**src/rtl/entry_pool_with_linked_queues_assert.svh**
```systemverilog
// assertion macros for the entry pool list sequencer rtl
`ifndef ENTRY_POOL_WITH_LINKED_QUEUES_ASSERT_SVH
`define ENTRY_POOL_WITH_LINKED_QUEUES_ASSERT_SVH

// same-cycle implication
`define EPLQ_ASSERT_NOW(lbl, clk, rst_n, ante, cons, msg) \
    lbl: assert property (@(posedge clk) disable iff (!rst_n) (ante) |-> (cons)) \
        else $error(msg);

// next-cycle implication
`define EPLQ_ASSERT_NEXT(lbl, clk, rst_n, ante, cons, msg) \
    lbl: assert property (@(posedge clk) disable iff (!rst_n) (ante) |=> (cons)) \
        else $error(msg);

`endif

```
**src/rtl/eplq_pkg.sv**
```systemverilog
// types and constants of the entry pool with linked queues
package eplq_pkg;

    localparam int OP_W  = 3;
    localparam int QID_W = 3;
    localparam int ENT_W = 5;
    localparam int ST_W  = 2;

    localparam logic [OP_W-1:0] OP_ALLOC     = 3'd0;
    localparam logic [OP_W-1:0] OP_FREE      = 3'd1;
    localparam logic [OP_W-1:0] OP_INSERT    = 3'd2;
    localparam logic [OP_W-1:0] OP_REM_HEAD  = 3'd3;
    localparam logic [OP_W-1:0] OP_PEEK      = 3'd4;
    localparam logic [OP_W-1:0] OP_REM_GIVEN = 3'd5;

    localparam logic [ST_W-1:0] ST_DONE   = 2'd0;
    localparam logic [ST_W-1:0] ST_NONE   = 2'd1;
    localparam logic [ST_W-1:0] ST_REJECT = 2'd2;

    typedef enum logic [2:0] {
        K_ALLOC,
        K_FREE,
        K_INSERT,
        K_REM_HEAD,
        K_PEEK,
        K_REM_GIVEN,
        K_BAD_OP,
        K_BAD_QUEUE
    } t_kind;

    typedef struct packed {
        t_kind              kind;
        logic               bad_entry;
        logic [QID_W-1:0]   queue_id;
        logic [ENT_W-1:0]   entry_index;
    } t_cmd;

    typedef enum logic [2:0] {
        BS_CLEAR,
        BS_IDLE,
        BS_READ1,
        BS_READ2,
        BS_EXEC,
        BS_WR2,
        BS_FIN
    } t_bstate;

endpackage

```
**src/rtl/eplq_if.sv**
```systemverilog
// command and response channel interfaces
interface eplq_cmd_if;
    import eplq_pkg::*;
    logic               valid;
    logic               ready;
    logic [OP_W-1:0]    operation;
    logic [QID_W-1:0]   queue_id;
    logic [ENT_W-1:0]   entry_index;

    modport source (output valid, output operation, output queue_id, output entry_index,
                    input ready);
    modport sink   (input valid, input operation, input queue_id, input entry_index,
                    output ready);
endinterface

interface eplq_rsp_if;
    import eplq_pkg::*;
    logic               valid;
    logic               ready;
    logic [ENT_W-1:0]   result_entry;
    logic [ST_W-1:0]    status;
    logic               queue_empty;

    modport source (output valid, output result_entry, output status, output queue_empty,
                    input ready);
    modport sink   (input valid, input result_entry, input status, input queue_empty,
                    output ready);
endinterface

```
**src/rtl/eplq_front.sv**
```systemverilog
// command intake: decode, range checks and a two-deep command queue
module eplq_front #(
    parameter int POOL_ENTRIES = 32,
    parameter int NUM_QUEUES   = 8
) (
    input  logic            i_clk,
    input  logic            i_rst_n,
    eplq_cmd_if.sink        i_cmd,
    input  logic            i_clearing,
    output logic            o_valid,
    output eplq_pkg::t_cmd  o_cmd,
    input  logic            i_ready
);
    import eplq_pkg::*;

    t_cmd       r_buf [2];
    logic       r_wr_ptr;
    logic       r_rd_ptr;
    logic [1:0] r_count;
    t_cmd       c_cmd;
    logic       c_q_bad;
    logic       c_e_bad;
    logic       w_push;
    logic       w_pop;

    assign i_cmd.ready = (r_count != 2'd2) && !i_clearing;
    assign w_push      = i_cmd.valid && i_cmd.ready;
    assign o_valid     = (r_count != 2'd0);
    assign o_cmd       = r_buf[r_rd_ptr];
    assign w_pop       = o_valid && i_ready;

    always_comb begin
        c_q_bad = 32'(i_cmd.queue_id) >= NUM_QUEUES;
        c_e_bad = 32'(i_cmd.entry_index) >= POOL_ENTRIES;
        c_cmd.queue_id    = i_cmd.queue_id;
        c_cmd.entry_index = i_cmd.entry_index;
        c_cmd.bad_entry   = 1'b0;
        c_cmd.kind        = K_BAD_OP;
        unique case (i_cmd.operation)
            OP_ALLOC: c_cmd.kind = K_ALLOC;
            OP_FREE: begin
                c_cmd.kind      = K_FREE;
                c_cmd.bad_entry = c_e_bad;
            end
            OP_INSERT: begin
                c_cmd.kind      = c_q_bad ? K_BAD_QUEUE : K_INSERT;
                c_cmd.bad_entry = c_e_bad;
            end
            OP_REM_HEAD: c_cmd.kind = c_q_bad ? K_BAD_QUEUE : K_REM_HEAD;
            OP_PEEK:     c_cmd.kind = c_q_bad ? K_BAD_QUEUE : K_PEEK;
            OP_REM_GIVEN: begin
                c_cmd.kind      = c_q_bad ? K_BAD_QUEUE : K_REM_GIVEN;
                c_cmd.bad_entry = c_e_bad;
            end
            default: c_cmd.kind = K_BAD_OP;
        endcase
    end

    always_ff @(posedge i_clk) begin
        if (w_push) begin
            r_buf[r_wr_ptr] <= c_cmd;
        end
    end

    always_ff @(posedge i_clk) begin
        if (!i_rst_n) begin
            r_wr_ptr <= 1'b0;
            r_rd_ptr <= 1'b0;
            r_count  <= 2'd0;
        end else begin
            if (w_push) r_wr_ptr <= !r_wr_ptr;
            if (w_pop)  r_rd_ptr <= !r_rd_ptr;
            case ({w_push, w_pop})
                2'b10:   r_count <= r_count + 2'd1;
                2'b01:   r_count <= r_count - 2'd1;
                default: r_count <= r_count;
            endcase
        end
    end

endmodule

```
**src/rtl/eplq_back.sv**
```systemverilog
// list sequencer: link and owner memories, list heads and tails, result register
`include "entry_pool_with_linked_queues_assert.svh"

module eplq_back #(
    parameter int POOL_ENTRIES = 32,
    parameter int NUM_QUEUES   = 8
) (
    input  logic            i_clk,
    input  logic            i_rst_n,
    input  logic            i_valid,
    input  eplq_pkg::t_cmd  i_cmd,
    output logic            o_ready,
    output logic            o_clearing,
    eplq_rsp_if.source      o_rsp
);
    import eplq_pkg::*;

    localparam int EW = $clog2(POOL_ENTRIES);
    localparam int QW = (NUM_QUEUES > 1) ? $clog2(NUM_QUEUES) : 1;
    localparam int OW = $clog2(NUM_QUEUES + 2);
    localparam logic [OW-1:0] OWN_FREE = OW'(0);
    localparam logic [OW-1:0] OWN_HELD = OW'(1);
    localparam logic [EW-1:0] LAST_ENTRY = EW'(POOL_ENTRIES - 1);

    // memories
    logic [EW-1:0] m_nxt [POOL_ENTRIES];
    logic [EW-1:0] m_prv [POOL_ENTRIES];
    logic [OW-1:0] m_own [POOL_ENTRIES];
    logic [EW-1:0] r_nxt_rd;
    logic [EW-1:0] r_prv_rd;
    logic [OW-1:0] r_own_rd;

    t_bstate       r_state, n_state;
    logic [EW-1:0] r_clr_idx;
    logic [EW-1:0] r_free_head;
    logic          r_free_ne;
    logic [EW-1:0] r_q_tail [NUM_QUEUES];
    logic          r_q_ne   [NUM_QUEUES];

    t_kind         r_kind;
    logic [QW-1:0] r_q;
    logic [EW-1:0] r_e;
    logic [EW-1:0] r_n1;

    logic [EW-1:0] r_res;
    logic [ST_W-1:0] r_st;
    logic          r_emp;

    logic [EW-1:0] r_w2_nxt_a, r_w2_nxt_d, r_w2_prv_a, r_w2_prv_d;

    logic          r_out_valid;
    logic [EW-1:0] r_out_res;
    logic [ST_W-1:0] r_out_st;
    logic          r_out_emp;

    // combinational datapath
    logic          w_take, w_rej, w_out_load;
    logic [QW-1:0] w_in_q;
    logic          c_rej_emp;
    logic [EW-1:0] c_rd_a;
    logic          nxt_we, prv_we, own_we;
    logic [EW-1:0] nxt_wa, nxt_wd, prv_wa, prv_wd, own_wa;
    logic [OW-1:0] own_wd;
    logic [EW-1:0] c_res;
    logic [ST_W-1:0] c_st;
    logic          c_emp;
    logic          c_w2;
    logic [EW-1:0] c_w2_nxt_a, c_w2_nxt_d, c_w2_prv_a, c_w2_prv_d;
    logic          c_fh_we, c_fne_we, c_fne_wd, c_tail_we, c_qne_we, c_qne_wd;
    logic [EW-1:0] c_fh_wd, c_tail_wd;
    logic [EW-1:0] w_tail;
    logic          w_qne;
    logic [OW-1:0] w_qtag;

    assign o_ready    = (r_state == BS_IDLE);
    assign o_clearing = (r_state == BS_CLEAR);
    assign w_take     = i_valid && o_ready;
    assign w_rej      = (i_cmd.kind == K_BAD_OP) || (i_cmd.kind == K_BAD_QUEUE) ||
                        i_cmd.bad_entry;
    assign w_in_q     = QW'(i_cmd.queue_id);
    assign w_out_load = (r_state == BS_FIN) && (!r_out_valid || o_rsp.ready);
    assign w_tail     = r_q_tail[r_q];
    assign w_qne      = r_q_ne[r_q];
    assign w_qtag     = OW'(r_q) + OW'(2);

    assign o_rsp.valid        = r_out_valid;
    assign o_rsp.result_entry = ENT_W'(r_out_res);
    assign o_rsp.status       = r_out_st;
    assign o_rsp.queue_empty  = r_out_emp;

    // empty flag for commands refused before touching the lists
    always_comb begin
        case (i_cmd.kind)
            K_BAD_OP:         c_rej_emp = 1'b0;
            K_BAD_QUEUE:      c_rej_emp = 1'b1;
            K_ALLOC, K_FREE:  c_rej_emp = !r_free_ne;
            default:          c_rej_emp = !r_q_ne[w_in_q];
        endcase
    end

    // next state
    always_comb begin
        n_state = r_state;
        unique case (r_state)
            BS_CLEAR: if (r_clr_idx == LAST_ENTRY) n_state = BS_IDLE;
            BS_IDLE:  if (w_take) n_state = w_rej ? BS_FIN : BS_READ1;
            BS_READ1: n_state = BS_READ2;
            BS_READ2: n_state = BS_EXEC;
            BS_EXEC:  n_state = c_w2 ? BS_WR2 : BS_FIN;
            BS_WR2:   n_state = BS_FIN;
            BS_FIN:   if (w_out_load) n_state = BS_IDLE;
            default:  n_state = BS_CLEAR;
        endcase
    end

    // read address for the link memories
    always_comb begin
        case (r_kind)
            K_ALLOC, K_FREE:  c_rd_a = r_free_head;
            K_REM_GIVEN:      c_rd_a = r_e;
            default:          c_rd_a = w_tail;
        endcase
        if (r_state == BS_READ2) c_rd_a = r_nxt_rd;
    end

    // memory writes and list updates
    always_comb begin
        nxt_we = 1'b0; nxt_wa = '0; nxt_wd = '0;
        prv_we = 1'b0; prv_wa = '0; prv_wd = '0;
        own_we = 1'b0; own_wa = '0; own_wd = OWN_FREE;
        c_res = '0; c_st = ST_DONE; c_emp = 1'b0;
        c_w2 = 1'b0;
        c_w2_nxt_a = '0; c_w2_nxt_d = '0; c_w2_prv_a = '0; c_w2_prv_d = '0;
        c_fh_we = 1'b0; c_fh_wd = '0; c_fne_we = 1'b0; c_fne_wd = 1'b0;
        c_tail_we = 1'b0; c_tail_wd = '0; c_qne_we = 1'b0; c_qne_wd = 1'b0;
        unique case (r_state)
            BS_CLEAR: begin
                nxt_we = 1'b1; nxt_wa = r_clr_idx;
                nxt_wd = (r_clr_idx == LAST_ENTRY) ? '0 : r_clr_idx + EW'(1);
                prv_we = 1'b1; prv_wa = r_clr_idx;
                prv_wd = (r_clr_idx == '0) ? LAST_ENTRY : r_clr_idx - EW'(1);
                own_we = 1'b1; own_wa = r_clr_idx; own_wd = OWN_FREE;
            end
            BS_WR2: begin
                nxt_we = 1'b1; nxt_wa = r_w2_nxt_a; nxt_wd = r_w2_nxt_d;
                prv_we = 1'b1; prv_wa = r_w2_prv_a; prv_wd = r_w2_prv_d;
            end
            BS_EXEC: begin
                case (r_kind)
                    K_ALLOC: begin
                        if (!r_free_ne) begin
                            c_st = ST_NONE; c_emp = 1'b1;
                        end else begin
                            c_res = r_free_head;
                            own_we = 1'b1; own_wa = r_free_head; own_wd = OWN_HELD;
                            if (r_n1 == r_free_head) begin
                                c_fne_we = 1'b1; c_fne_wd = 1'b0; c_emp = 1'b1;
                            end else begin
                                c_fh_we = 1'b1; c_fh_wd = r_n1;
                                nxt_we = 1'b1; nxt_wa = r_prv_rd; nxt_wd = r_n1;
                                prv_we = 1'b1; prv_wa = r_n1; prv_wd = r_prv_rd;
                            end
                        end
                    end
                    K_FREE, K_INSERT: begin
                        if (r_own_rd != OWN_HELD) begin
                            c_st  = ST_REJECT;
                            c_emp = (r_kind == K_FREE) ? !r_free_ne : !w_qne;
                        end else begin
                            own_we = 1'b1; own_wa = r_e;
                            own_wd = (r_kind == K_FREE) ? OWN_FREE : w_qtag;
                            if ((r_kind == K_FREE) ? r_free_ne : w_qne) begin
                                // splice between tail and head of the list
                                nxt_we = 1'b1;
                                nxt_wa = (r_kind == K_FREE) ? r_prv_rd : w_tail;
                                nxt_wd = r_e;
                                prv_we = 1'b1;
                                prv_wa = (r_kind == K_FREE) ? r_free_head : r_n1;
                                prv_wd = r_e;
                                c_w2 = 1'b1;
                                c_w2_nxt_a = r_e; c_w2_nxt_d = prv_wa;
                                c_w2_prv_a = r_e; c_w2_prv_d = nxt_wa;
                            end else begin
                                nxt_we = 1'b1; nxt_wa = r_e; nxt_wd = r_e;
                                prv_we = 1'b1; prv_wa = r_e; prv_wd = r_e;
                            end
                            if (r_kind == K_FREE) begin
                                if (!r_free_ne) begin
                                    c_fh_we = 1'b1; c_fh_wd = r_e;
                                end
                                c_fne_we = 1'b1; c_fne_wd = 1'b1;
                            end else begin
                                c_tail_we = 1'b1; c_tail_wd = r_e;
                                c_qne_we = 1'b1; c_qne_wd = 1'b1;
                            end
                        end
                    end
                    K_REM_HEAD, K_PEEK: begin
                        if (!w_qne) begin
                            c_st = ST_NONE; c_emp = 1'b1;
                        end else begin
                            c_res = r_n1;
                            if (r_kind == K_REM_HEAD) begin
                                own_we = 1'b1; own_wa = r_n1; own_wd = OWN_HELD;
                                if (r_n1 == w_tail) begin
                                    c_qne_we = 1'b1; c_qne_wd = 1'b0; c_emp = 1'b1;
                                end else begin
                                    nxt_we = 1'b1; nxt_wa = w_tail; nxt_wd = r_nxt_rd;
                                    prv_we = 1'b1; prv_wa = r_nxt_rd; prv_wd = w_tail;
                                end
                            end
                        end
                    end
                    K_REM_GIVEN: begin
                        if (r_own_rd != w_qtag) begin
                            c_st = ST_NONE; c_emp = !w_qne;
                        end else begin
                            c_res = r_e;
                            own_we = 1'b1; own_wa = r_e; own_wd = OWN_HELD;
                            if (r_n1 == r_e) begin
                                c_qne_we = 1'b1; c_qne_wd = 1'b0; c_emp = 1'b1;
                            end else begin
                                if (w_tail == r_e) begin
                                    c_tail_we = 1'b1; c_tail_wd = r_prv_rd;
                                end
                                nxt_we = 1'b1; nxt_wa = r_prv_rd; nxt_wd = r_n1;
                                prv_we = 1'b1; prv_wa = r_n1; prv_wd = r_prv_rd;
                            end
                        end
                    end
                    default: begin
                        c_st = ST_REJECT;
                    end
                endcase
            end
            default: begin
            end
        endcase
    end

    // memories: one write and one registered read each
    always_ff @(posedge i_clk) begin
        if (nxt_we) m_nxt[nxt_wa] <= nxt_wd;
        if (r_state == BS_READ1 || r_state == BS_READ2) r_nxt_rd <= m_nxt[c_rd_a];
    end

    always_ff @(posedge i_clk) begin
        if (prv_we) m_prv[prv_wa] <= prv_wd;
        if (r_state == BS_READ1) r_prv_rd <= m_prv[c_rd_a];
    end

    always_ff @(posedge i_clk) begin
        if (own_we) m_own[own_wa] <= own_wd;
        if (r_state == BS_READ1) r_own_rd <= m_own[r_e];
    end

    // payload registers
    always_ff @(posedge i_clk) begin
        if (w_take) begin
            r_kind <= i_cmd.kind;
            r_q    <= w_in_q;
            r_e    <= EW'(i_cmd.entry_index);
            if (w_rej) begin
                r_res <= '0;
                r_st  <= ST_REJECT;
                r_emp <= c_rej_emp;
            end
        end
        if (r_state == BS_READ2) r_n1 <= r_nxt_rd;
        if (r_state == BS_EXEC) begin
            r_res      <= c_res;
            r_st       <= c_st;
            r_emp      <= c_emp;
            r_w2_nxt_a <= c_w2_nxt_a;
            r_w2_nxt_d <= c_w2_nxt_d;
            r_w2_prv_a <= c_w2_prv_a;
            r_w2_prv_d <= c_w2_prv_d;
        end
        if (c_tail_we) r_q_tail[r_q] <= c_tail_wd;
        if (w_out_load) begin
            r_out_res <= r_res;
            r_out_st  <= r_st;
            r_out_emp <= r_emp;
        end
    end

    // control registers
    always_ff @(posedge i_clk) begin
        if (!i_rst_n) begin
            r_state     <= BS_CLEAR;
            r_clr_idx   <= '0;
            r_free_head <= '0;
            r_free_ne   <= 1'b1;
            r_out_valid <= 1'b0;
            for (int i = 0; i < NUM_QUEUES; i++) r_q_ne[i] <= 1'b0;
        end else begin
            r_state <= n_state;
            if (r_state == BS_CLEAR) r_clr_idx <= r_clr_idx + EW'(1);
            if (c_fh_we)  r_free_head <= c_fh_wd;
            if (c_fne_we) r_free_ne <= c_fne_wd;
            if (c_qne_we) r_q_ne[r_q] <= c_qne_wd;
            if (w_out_load)         r_out_valid <= 1'b1;
            else if (o_rsp.ready)   r_out_valid <= 1'b0;
        end
    end

    `EPLQ_ASSERT_NOW(a_rsp_from_fin, i_clk, i_rst_n, $rose(o_rsp.valid), $past(r_state) == BS_FIN, "response raised outside finish step")
    `EPLQ_ASSERT_NEXT(a_free_refills, i_clk, i_rst_n, w_out_load && r_kind == K_FREE && r_st == ST_DONE, r_free_ne, "free list empty after a free")
    `EPLQ_ASSERT_NOW(a_peek_no_write, i_clk, i_rst_n, r_state == BS_EXEC && r_kind == K_PEEK, !nxt_we && !prv_we && !own_we, "peek wrote the lists")

endmodule

```
**src/rtl/entry_pool_with_linked_queues.sv**
```systemverilog
// Entry pool with linked queues, top level.
// Manages a pool of POOL_ENTRIES entries on circular doubly linked lists: one free
// list and NUM_QUEUES fifo queues, each held by its tail.
// Command channel i_cmd (valid/ready): operation, queue_id, entry_index; one beat
// per command. Response channel o_rsp (valid/ready): result_entry, status,
// queue_empty; exactly one beat per command, in command order.
// Commands land in a two-deep queue, so a new beat is taken while the list
// sequencer works or while a finished response waits in the output register.
// Per command the sequencer takes these steps: two reads of the link memories,
// one evaluate-and-write step, a second write step for the splice on free and
// insert into a non-empty list, and the hand-off to the output register;
// commands refused up front go straight to the hand-off. The single write port
// of each link memory is why the splice needs the second write step.
// After reset a clearing pass over all POOL_ENTRIES entries writes the initial
// links and owner tags; i_cmd.ready stays low until it ends.
// When the receiver stalls the response holds, the sequencer waits in its
// finish step and the command queue fills, then i_cmd.ready drops.
module entry_pool_with_linked_queues #(
    parameter int POOL_ENTRIES = 32,
    parameter int NUM_QUEUES   = 8
) (
    input  logic        i_clk,
    input  logic        i_rst_n,
    eplq_cmd_if.sink    i_cmd,
    eplq_rsp_if.source  o_rsp
);
    import eplq_pkg::*;

    logic  w_valid;
    logic  w_ready;
    logic  w_clearing;
    t_cmd  w_cmd;

    eplq_front #(
        .POOL_ENTRIES (POOL_ENTRIES),
        .NUM_QUEUES   (NUM_QUEUES)
    ) u_front (
        .i_clk      (i_clk),
        .i_rst_n    (i_rst_n),
        .i_cmd      (i_cmd),
        .i_clearing (w_clearing),
        .o_valid    (w_valid),
        .o_cmd      (w_cmd),
        .i_ready    (w_ready)
    );

    eplq_back #(
        .POOL_ENTRIES (POOL_ENTRIES),
        .NUM_QUEUES   (NUM_QUEUES)
    ) u_back (
        .i_clk      (i_clk),
        .i_rst_n    (i_rst_n),
        .i_valid    (w_valid),
        .i_cmd      (w_cmd),
        .o_ready    (w_ready),
        .o_clearing (w_clearing),
        .o_rsp      (o_rsp)
    );

endmodule
```
**src/flat_wrapper.sv**
```systemverilog
// flat-port wrapper written by rule: the top's interface ports become plain ports
module entry_pool_with_linked_queues_flat import eplq_pkg::*;
#(
    parameter int POOL_ENTRIES = 32,
    parameter int NUM_QUEUES   = 8
)
  (i_clk, i_rst_n, i_cmd_valid, i_cmd_operation, i_cmd_queue_id, i_cmd_entry_index, i_cmd_ready, o_rsp_valid, o_rsp_result_entry, o_rsp_status, o_rsp_queue_empty, o_rsp_ready);
  eplq_cmd_if i_cmd_i ();
  eplq_rsp_if o_rsp_i ();
  input  logic i_clk;
  input  logic i_rst_n;
  input wire logic [$bits(i_cmd_i.valid)-1:0] i_cmd_valid;
  input wire logic [$bits(i_cmd_i.operation)-1:0] i_cmd_operation;
  input wire logic [$bits(i_cmd_i.queue_id)-1:0] i_cmd_queue_id;
  input wire logic [$bits(i_cmd_i.entry_index)-1:0] i_cmd_entry_index;
  output wire logic [$bits(i_cmd_i.ready)-1:0] i_cmd_ready;
  output wire logic [$bits(o_rsp_i.valid)-1:0] o_rsp_valid;
  output wire logic [$bits(o_rsp_i.result_entry)-1:0] o_rsp_result_entry;
  output wire logic [$bits(o_rsp_i.status)-1:0] o_rsp_status;
  output wire logic [$bits(o_rsp_i.queue_empty)-1:0] o_rsp_queue_empty;
  input wire logic [$bits(o_rsp_i.ready)-1:0] o_rsp_ready;
  assign i_cmd_i.valid = i_cmd_valid;
  assign i_cmd_i.operation = i_cmd_operation;
  assign i_cmd_i.queue_id = i_cmd_queue_id;
  assign i_cmd_i.entry_index = i_cmd_entry_index;
  assign i_cmd_ready = i_cmd_i.ready;
  assign o_rsp_valid = o_rsp_i.valid;
  assign o_rsp_result_entry = o_rsp_i.result_entry;
  assign o_rsp_status = o_rsp_i.status;
  assign o_rsp_queue_empty = o_rsp_i.queue_empty;
  assign o_rsp_i.ready = o_rsp_ready;
  entry_pool_with_linked_queues #(.POOL_ENTRIES(POOL_ENTRIES), .NUM_QUEUES(NUM_QUEUES)) u_core (.i_clk(i_clk), .i_rst_n(i_rst_n), .i_cmd(i_cmd_i), .o_rsp(o_rsp_i));
endmodule
```
**config.mk**
```make
export PLATFORM = sky130hd
export DESIGN_NAME = entry_pool_with_linked_queues_flat
export DESIGN_NICKNAME = d
export VERILOG_FILES = /design/src/rtl/eplq_pkg.sv /design/src/rtl/eplq_if.sv /design/src/rtl/eplq_front.sv /design/src/rtl/eplq_back.sv /design/src/rtl/entry_pool_with_linked_queues.sv /design/src/flat_wrapper.sv
export VERILOG_INCLUDE_DIRS = /design/src /design/src/rtl
export SDC_FILE = /design/constraint.sdc
export NUM_CORES = 1
export LEC_CHECK = 0
export ABC_AREA = 1
export BUFFER_PORTS_ARGS = -buffer_cell sky130_fd_sc_hd__buf_2
export CAP_MARGIN = 20
export CELL_PAD_IN_SITES_DETAIL_PLACEMENT = 0
export CELL_PAD_IN_SITES_GLOBAL_PLACEMENT = 1
export CORE_ASPECT_RATIO = 1.5
export CORE_MARGIN = 2
export CORE_UTILIZATION = 25
export CTS_BUF_LIST = sky130_fd_sc_hd__clkbuf_2 sky130_fd_sc_hd__clkbuf_4 sky130_fd_sc_hd__clkbuf_8
export DETAILED_ROUTE_END_ITERATION = 10
export GPL_ROUTABILITY_DRIVEN = 0
export PLACE_DENSITY_LB_ADDON = 0.1
export SKIP_LAST_GASP = 1
export SLEW_MARGIN = 20
export SYNTH_ARGS = -nofsm -noshare
export SYNTH_HDL_FRONTEND = slang
export SYNTH_HIERARCHICAL = 1
export SYNTH_SLANG_ARGS = --single-unit
```
**constraint.sdc**
```tcl
create_clock -name i_clk -period 7.7 [get_ports i_clk]
set_clock_uncertainty 0.1 [all_clocks]
set_input_delay 0.385 -clock i_clk [delete_from_list [all_inputs] [get_ports i_clk]]
set_output_delay 0.385 -clock i_clk [all_outputs]
set_load 0.02 [all_outputs]
```
# Yosys cells after proc, flatten, opt, wreduce, memory -nomap -nowiden
# Memories as Yosys holds them, arrays and structs flattened. A register that Yosys moved wholly into a read port is not among the register bits.
# Index checks and enable logic that the tools add are counted.
dict set report totals {
  register_bits 66
  latch_bits 0
  ram_bits 518
  romBits 0
  in_bits 15
  out_inout_bits 10
  wordCells 261
  memories 6
}
dict set report op_classes {
  addsub 5
  n_mul 0
  n_div 0
  magnitude_cmp 0
  n_eq_ne 32
  shift 0
  mux 161
  n_bitwise 2
  n_reduce_logical 34
}
# name depth word_bits read_ports rd_clocked_by_memory_dff wr line_no
set memory_table {}
lappend memory_table {u_core.u_back.m_nxt 32 5 1 1 1 eplq_back.sv:26} ;# logic [EW-1:0] m_nxt [POOL_ENTRIES];
lappend memory_table {u_core.u_back.m_prv 32 5 1 1 1 eplq_back.sv:27} ;# logic [EW-1:0] m_prv [POOL_ENTRIES];
lappend memory_table {u_core.u_back.m_own 32 4 1 1 1 eplq_back.sv:28} ;# logic [OW-1:0] m_own [POOL_ENTRIES];
lappend memory_table {u_core.u_back.r_q_tail 8 5 1 1 1 eplq_back.sv:37} ;# logic [EW-1:0] r_q_tail [NUM_QUEUES];
lappend memory_table {u_core.u_front.r_buf 2 11 1 1 1 eplq_front.sv:16} ;# t_cmd r_buf [2];
lappend memory_table {u_core.u_back.r_q_ne 8 1 2 1 8 eplq_back.sv:38} ;# logic r_q_ne [NUM_QUEUES];
# op count
set op_table {}
lappend op_table {{$mux W5} 42}
lappend op_table {{$pmux W5 S4} 5}
lappend op_table {{$mux W1} 75}
lappend op_table {{$pmux W5 S3} 5}
lappend op_table {{$pmux W5 S2} 4}
lappend op_table {{$eq A3 B3 Y1 const B} 9}
lappend op_table {{$mux W3} 7}
lappend op_table {{$pmux W3 S7} 1}
lappend op_table {{$eq A5 B5 Y1} 4}
lappend op_table {{$eq A3 B2 Y1 const B} 6}
lappend op_table {{$pmux W3 S6} 1}
lappend op_table {{$pmux W4 S4} 1}
lappend op_table {{$eq A3 B1 Y1 const B} 4}
lappend op_table {{$logic_not A3 Y1} 4}
lappend op_table {{$mux W4} 3}
lappend op_table {{$pmux W1 S4} 3}
lappend op_table {{$mux W2} 5}
lappend op_table {{$pmux W1 S2} 5}
lappend op_table {{$reduce_bool A2 Y1} 5}
lappend op_table {{$reduce_or A2 Y1} 5}
lappend op_table {{$pmux W2 S4} 1}
lappend op_table {{$logic_not A1 Y1} 7}
lappend op_table {{$ne A2 B2 Y1 const B} 3}
lappend op_table {{$pmux W1 S3} 2}
lappend op_table {{other kinds (21)} 27}

# Logic depth before layout (Yosys ltp)
# Gate-level depths: netlist of run 1.
dict set report depth {
  ltp_word 11
  mapped_depth 20
  ltp_nobuf 17
}

# By module
# The synthesis of run 1 kept the hierarchy.
# mod instances cells_each area_each_um2 seq_area_each_um2
set modules_own_cells {}
lappend modules_own_cells {eplq_back 1 2426 25943.6 17006.3}
lappend modules_own_cells {eplq_front 1 79 1081.0 760.7}

# Worst setup path after synthesis of run 1
# Ideal clock, no wire load.
dict set report synth_path {
  path_type {reg-to-reg}
  start {register u_core.u_back.r_clr_idx[0]}
  end {memory u_core/u_back/m_prv[0][2] (netlist bit), data pin}
  setup_ns 0.615
  t_arrival_ns 2.980
  required_ns 6.985
  path_slack_ns 4.005
  stages_incl_launch_ff 6
  n_path_buf 0
  period_less_slack_ns 3.695
  cell_sequence {dfxtp_1 > inv_1 > ha_1 > nand2_1 > inv_1 > o311ai_0}
}
dict set report synth_between {
  elab_chain_cells 3
  word_cells_on_any_way 4
  classes_between {add/sub (1); mux (2); reduce/logical (1)}
}
# element line_no
set synth_rtl {}
lappend synth_rtl {{start: declaration} eplq_back.sv:34} ;# logic [EW-1:0] r_clr_idx;
lappend synth_rtl {{start signal: assignment} eplq_back.sv:298} ;# if (r_state == BS_CLEAR) r_clr_idx <= r_clr_idx + EW'(1);
lappend synth_rtl {{$sub A5 B1 Y5 or $logic_not A5 Y1 (tied branches)} eplq_back.sv:141} ;# prv_wd = (r_clr_idx == '0) ? LAST_ENTRY : r_clr_idx - EW'(1);
lappend synth_rtl {{$mux W5 (*)} eplq_back.sv:141}
lappend synth_rtl {{$pmux W5 S3 (*)} eplq_back.sv:136} ;# unique case (r_state)
lappend synth_rtl {{net u_core.u_back.prv_wd[2]} eplq_back.sv:62} ;# logic [EW-1:0] nxt_wa, nxt_wd, prv_wa, prv_wd, own_wa;
lappend synth_rtl {{end: declaration} eplq_back.sv:27}
# The timed path passes the listed nets; every way through them passes the cells marked *.

==> impl_metrics.ini, run 1 <==
[timing]
setup_viol = 0
relSlewSlack_pct = 36.5
finalHoldViolCount = 0
fin_crit_ns = 4.55
worstMarginPinSlew_ns = 0.949
fin_setup_tns_ns = 0
rsz0062_at_grt = false
max_freq_mhz = 220
drv_slew = 0
post-route-period-util_pct = 59.0

[pwr]
leakagePower_nw = 11.0
ir_drop_v = 0.000159
power_density_mw_per_mm2 = 258

[setup_path]
endpoint_kind = flip-flop
crit_arrival_ns = 4.94
path_class = flip-flop to flip-flop
critPathMaxFanout = 160
required_ns = 8.10
start_kind = flip-flop

[cts]
numCtsBuffers = 102
clkTransAtPathRegs_ns = 0.06
clockBufferDepth = 3
cts_resized = 0
cts-root-buf = clkbuf_8
cts.sinks = 602
cts_tree = built
post-cts-setup-buffers = 0
cts_max_level = 3
clock_latency_ns = 0.77

[floorplan]
die_x_microns = 272
core-area_sq_mm = 0.107
start_util_pct = 25.2
die-area_sq_mm = 0.111
fp-row-count = 147
ioPinCount = 25
die_h_microns = 407

[place]
port_buffers = 24
hpwlAfterDp_mm = 59.6
placed_area_sq_mm = 0.0286

[grt]
grt_use_met1_pct = 17.2
top_usage_layer = met2
grtUsageTotal_pct = 16.0
grt_pass1_wl_mm = 129
grt_max_degree = 161
grt_pass1_vias = 19600
grt_use_met3_pct = 2.05
use_met2_pct = 31.3
grt_overflow = 0
antenna_found_initial = 2

[route]
via_per_inst = 4.58
routed_wl_mm = 88.4
via_count = 18500
drc = 0
dr.first_iter.drc_count = 1235
wl_per_cell_microns = 21.8
first_pass_iters = 5
ant_nets = 0

[worst_hold_path]
hold_class = input port to flip-flop

[yosys]
synthMuxAreaShare_pct = 0.458
synthArstFlopShare_pct = 0
yosys.area_share.simple_pct = 16.2
yosys_warnings = 6
synth_cells = 2505
synth_cell_types = 54
syn_area_sq_mm = 0.0270
post_synth.cell_area_avg_sq_um = 10.8
synth_edf_count = 571
synth-seq-cells = 602
synth_top_family_by_area = simple AND/OR/NAND/NOR gates
synth-compound-area-share_pct = 10.1
syn_nets = 2528
synth_xor_area_share_pct = 0.486
synth-main-ff-cell = edfxtp_1
yosysSeqAreaShare_pct = 65.7
synth_fa_ha_area_share_pct = 0.370

[cells_and_area]
layout_common_cells = edfxtp_1 (571), nand2_1 (431), nor2_1 (294)
areaGrowthSynthToFinish_pct = 13.8
layout_commonest_cell = edfxtp_1
nets = 2578
design_area_sq_mm = 0.0308
drive_gt1_share_pct = 12.3

[run_status]
status = finished, final reports clean

[flow_run]
maxCapViolCount = 0
[routing by layer]
metal | share of wire, % | routed length (microns) | vias to the layer above
met5 | 0 | 0 | -
met4 | 3.1 | 2760 | 0
met3 | 3.4 | 2970 | 136
met2 | 55 | 49000 | 376
met1 | 38 | 33700 | 9180
li1 | - | - | 8856
[per-stage QoR]
stage	hold WS [ns]	util [%]	instances	total power [W]	setup WS [ns]
final	0.250	28.7	4052	0.00794	3.15
after global routing	0.230	28.7	4052	0.00831	2.75
after CTS	0.162	28.7	4051	0.00813	3.09
after detailed placement	0.308	26.7	3851	0.00522	3.10
after global placement	0.302	26.7	3850	0.00523	3.16
after floorplan	0.300	-	2505	0.00463	4.00
[path summary, 6_finish.rpt]
| kind | start | to | slack (ns) | depth (start not counted) |
|---|---|---|---|---|
| max | flip-flop | u_core/u_back/r_prv_rd[1] | 3.15 | 14 |
| min | i_cmd_queue_id[0] | u_core/u_front/r_buf[1][5] | 0.25 | 2 |
| max reg2reg | flip-flop | u_core/u_back/r_prv_rd[1] | 3.15 | 14 |
| min reg2reg | u_core/u_back/r_res[3] | u_core/u_back/o_rsp.result_entry[3] | 0.32 | 0 |
[synthesized netlist by cell type, types with 3 or more instances]
cell      number  share of area (%)
inv_1        289                4.0
a21oi_1       37               0.69
nand2_2       25               0.58
nor4_1         3              0.069
o211ai_1     168                4.7
clkbuf_1      60               0.83
inv_2         18               0.25
xnor2_1        7               0.23
nor2_2         6               0.14
mux2_2        11               0.46
nor2_1       299                4.2
nand3_1      196                3.6
nand2_1      433                6.0
nor3_1        13               0.24
xor2_1         8               0.26
nand3_2       21               0.78
edfxtp_1     571                 63
o31ai_1        8               0.22
a31oi_1        9               0.21
ha_1           8               0.37
o21ai_0      122                2.3
o21ai_1       16               0.30
buf_6          6               0.25
buf_2         41               0.76
o221ai_1      24               0.78
a32oi_1        3              0.097
dfxtp_1       31                2.3
nand4_1       13               0.30
buf_4         14               0.39
o22ai_1       10               0.23
[report_power, final]
part | internal (W) | switching [W]
sequential | 0.00400 | 0.0000534
combinational | 0.000178 | 0.000876
clock | 0.00148 | 0.00135
[sequential cells by signal (all words and copies together), names as in the netlist, 4 cells and up, named ones only]
register,count
u_core/u_back/r_prv_rd,5
u_core/u_back/r_w2_nxt_d,5
u_core/u_front/r_buf,22
u_core/u_back/r_w2_prv_d,5
u_core/u_back/m_nxt,160
u_core/u_back/r_n1,5
u_core/u_back/r_res,5
u_core/u_back/r_own_rd,4
u_core/u_back/r_w2_prv_a,5
u_core/u_back/r_e,5
u_core/u_back/r_clr_idx,5
u_core/u_back/r_q_ne,8
u_core/u_back/m_prv,160
u_core/u_back/m_own,128
u_core/u_back/r_free_head,5
u_core/u_back/o_rsp.result_entry,5
u_core/u_back/r_q_tail,40
u_core/u_back/r_nxt_rd,5
[cell families after synthesis]
group / Yosys count
buffers and inverters: 434
AOI/OAI and AO/OA: 416
adders and majority gates: 8
DFF: 602
and+or+nand+nor: 1018
muxes: 11
xor gates and xnor gates: 15
other: 1
[worst max-delay path: stages (launching register included)]
cell and delay, ns:
dfxtp_1 0.91, inv_4 0.25, nand2_1 0.12, nand3_1 0.08, nand3_1 0.21, nand2_2 0.13
o21ai_1 0.41, nand2_8 0.52, buf_12 0.44, o211ai_1 0.35, nand3_1 0.16, nand3_1 0.14
nand2_1 0.08, nand2_1 0.07, nand2_1 0.10
[repair_timing]
item | in CTS | in global routing
hold endpoints to repair | 29 | 0
setup endpoints to repair | 0 | 0
hold buffers | 15 | 0
[area by class of cell]
cell class | count | area [sq um]
well taps | 1415 | 1770
inverters | 311 | 1170
flip-flops and latches | 602 | 17800
fillers | 11200 | 76300
diodes | 1 | 2.50
clock inverters | 57 | 365
repair buffers | 69 | 512
multi-input cells | 1469 | 7560
clock buffers | 128 | 1610
Note: power is estimated with default switching activity, not from simulation.
==> inputs of run 2 (changes only) <==
==> constraint.sdc (replaced) <==
create_clock -name i_clk -period 3.75 [get_ports i_clk]
set_clock_uncertainty 0.1 [all_clocks]
set_input_delay 0.1875 -clock i_clk [delete_from_list [all_inputs] [get_ports i_clk]]
set_output_delay 0.1875 -clock i_clk [all_outputs]
set_load 0.02 [all_outputs]
==> impl_metrics.ini, run 2 (same netlist as run 1, synthesis figures left out) <==
[cells_and_area]
drive_gt1_share_pct = 15.8
design_area_sq_mm = 0.0318
final_util_pct = 29.7
top_regs = u_core/u_back/m_nxt: 160 flops, u_core/u_back/m_prv: 160 flops, u_core/u_back/m_own: 128 flops
layout_commonest_cell = edfxtp_1
areaGrowthSynthToFinish_pct = 17.8
nets = 2677
layout_common_cells = edfxtp_1 (571), nand2_1 (433), inv_1 (288)

[cts]
clock_latency_ns = 0.79
numCtsBuffers = 99
cts_tree = built
clkTransAtPathRegs_ns = 0.06
cts.sinks = 602
cts_max_level = 3
clockBufferDepth = 3
cts-root-buf = clkbuf_8

[floorplan]
ioPinCount = 25
fp-row-count = 147
die_x_microns = 272
start_util_pct = 25.2
die-area_sq_mm = 0.111
core-area_sq_mm = 0.107
die_h_microns = 407

[pwr]
total_power_w = 0.0168
leakagePower_nw = 11.6
ir_drop_v = 0.000230
power_density_mw_per_mm2 = 529

[route]
first_pass_iters = 5
routed_wl_mm = 88.1
via_per_inst = 4.49
via_count = 18700
drc = 0
dr.first_iter.drc_count = 1153
wl_per_cell_microns = 21.2
ant_nets = 0

[worst_hold_path]
hold_class = input port to flip-flop
min_path_cells = 2

[grt]
grt_max_degree = 69
grt_pass1_vias = 19600
antenna_found_initial = 2
grt_pass1_wl_mm = 129
grtUsageTotal_pct = 16.0
grt_overflow = 0

[timing]
max_freq_mhz = 278
rsz0062_at_grt = true
drv_slew = 0
post-route-period-util_pct = 95.9
finalHoldViolCount = 0
setup_ws_ns = 0.155
worstMarginPinSlew_ns = 0.973
setup_viol = 0
relSlewSlack_pct = 34.9
fin_crit_ns = 3.60

[setup_path]
critPathMaxFanout = 13
required_ns = 4.05
crit_arrival_ns = 3.89
reg2regPathDepth = 14
endpoint_kind = flip-flop
start_kind = flip-flop
path_class = flip-flop to flip-flop

[flow_run]
maxCapViolCount = 0

[place]
placed_area_sq_mm = 0.0294
hpwlAfterDp_mm = 61.1
port_buffers = 24
dpl_worst_slack_ns = 0.106

[run_status]
status = finished, final reports clean
## run 2: cell types whose count changed in the layout (fill, tap and decap cells not counted), moves of 2 or more
cell,delta
buf_12,+9
buf_4,+85
bufinv_16,+7
clkbuf_8,-5
clkinv_1,+2
clkinv_2,-8
diode_2,+3
dlygate4sd3_1,+9
inv_6,+2
nand2_1,+2
nand2_2,-2
nor2_1,-21
nor2_2,+24
nor2_4,-3
## run 2: power by group
part	leakage, nW	switching (W)	internal, W	total (W)
clock network	1.09	0.00280	0.00342	0.00622
registers	5.25	0.000106	0.00819	0.00830
logic	5.23	0.00182	0.000495	0.00231
total	11.6	0.00472	0.0121	0.0168
## run 2: per-stage QoR
| stage | TNS (ns) | hold slack, ns | cells |
|---|---|---|---|
| 2_1_floorplan | 0 | 0.186 | 2505 |
| 3_3_place_gp | 0 | 0.279 | 3944 |
| 3_5_place_dp | 0 | 0.280 | 3944 |
| 4_1_cts | 0 | 0.000608 | 4151 |
| 5_1_grt | -3.07 | 0.0534 | 4154 |
| 6_report | 0 | 0.0899 | 4155 |
## run 2: what timing repair did
| action | in CTS | in global routing |
|---|---|---|
| setup buffers | 0 | 0 |
| hold buffers | 24 | 0 |
| endpoints found under the setup margin | 0 | 136 |
| resized for setup | 0 | 22 |
| hold endpoints to repair | 61 | 0 |
## run 2: worst paths after layout
kind / startpoint / to / slack (ns)
setup / recovery: u_core/u_back/r_q[1] / u_core/u_back/m_prv[31][3] / 0.15
hold / removal: i_cmd_entry_index[3] / u_core/u_front/r_buf[0][3] / 0.09
setup reg to reg: u_core/u_back/r_q[1] / u_core/u_back/m_prv[31][3] / 0.15
hold reg to reg: u_core/u_back/r_emp / u_core/u_back/o_rsp.queue_empty / 0.32
## run 2: final cells by class
| cell class | count | area (sq um) |
|---|---|---|
| Fill cell | 11100 | 75200 |
| Sequential cell | 602 | 17800 |
| Multi-Input combinational cell | 1469 | 7590 |
| Tap cell | 1415 | 1770 |
| Clock buffer | 122 | 1540 |
| Timing Repair Buffer | 171 | 1410 |
| Inverter | 311 | 1170 |
| Clock inverter | 61 | 569 |
| Antenna cell | 4 | 10.0 |
## run 2: worst max-delay path, stage by stage (launching register included)
cell	delay, ns
edfxtp_1	0.41
inv_1	0.09
ha_1	0.33
xor2_1	0.15
a21oi_1	0.13
nand2_1	0.12
nor2_1	0.14
nand2_1	0.11
inv_1	0.31
nand2_1	0.16
nand3_2	0.16
nand2_1	0.07
nand2_1	0.25
nand3_1	0.28
nor2_1	0.43
## run 2: routing by layer
metal,up-vias,track usage (%),part of all wire (%)
met5,-,0,0
met4,0,8.65,4.9
met3,187,2.40,3.3
met2,387,29.9,53
met1,9033,17.2,38
li1,9062,-,-
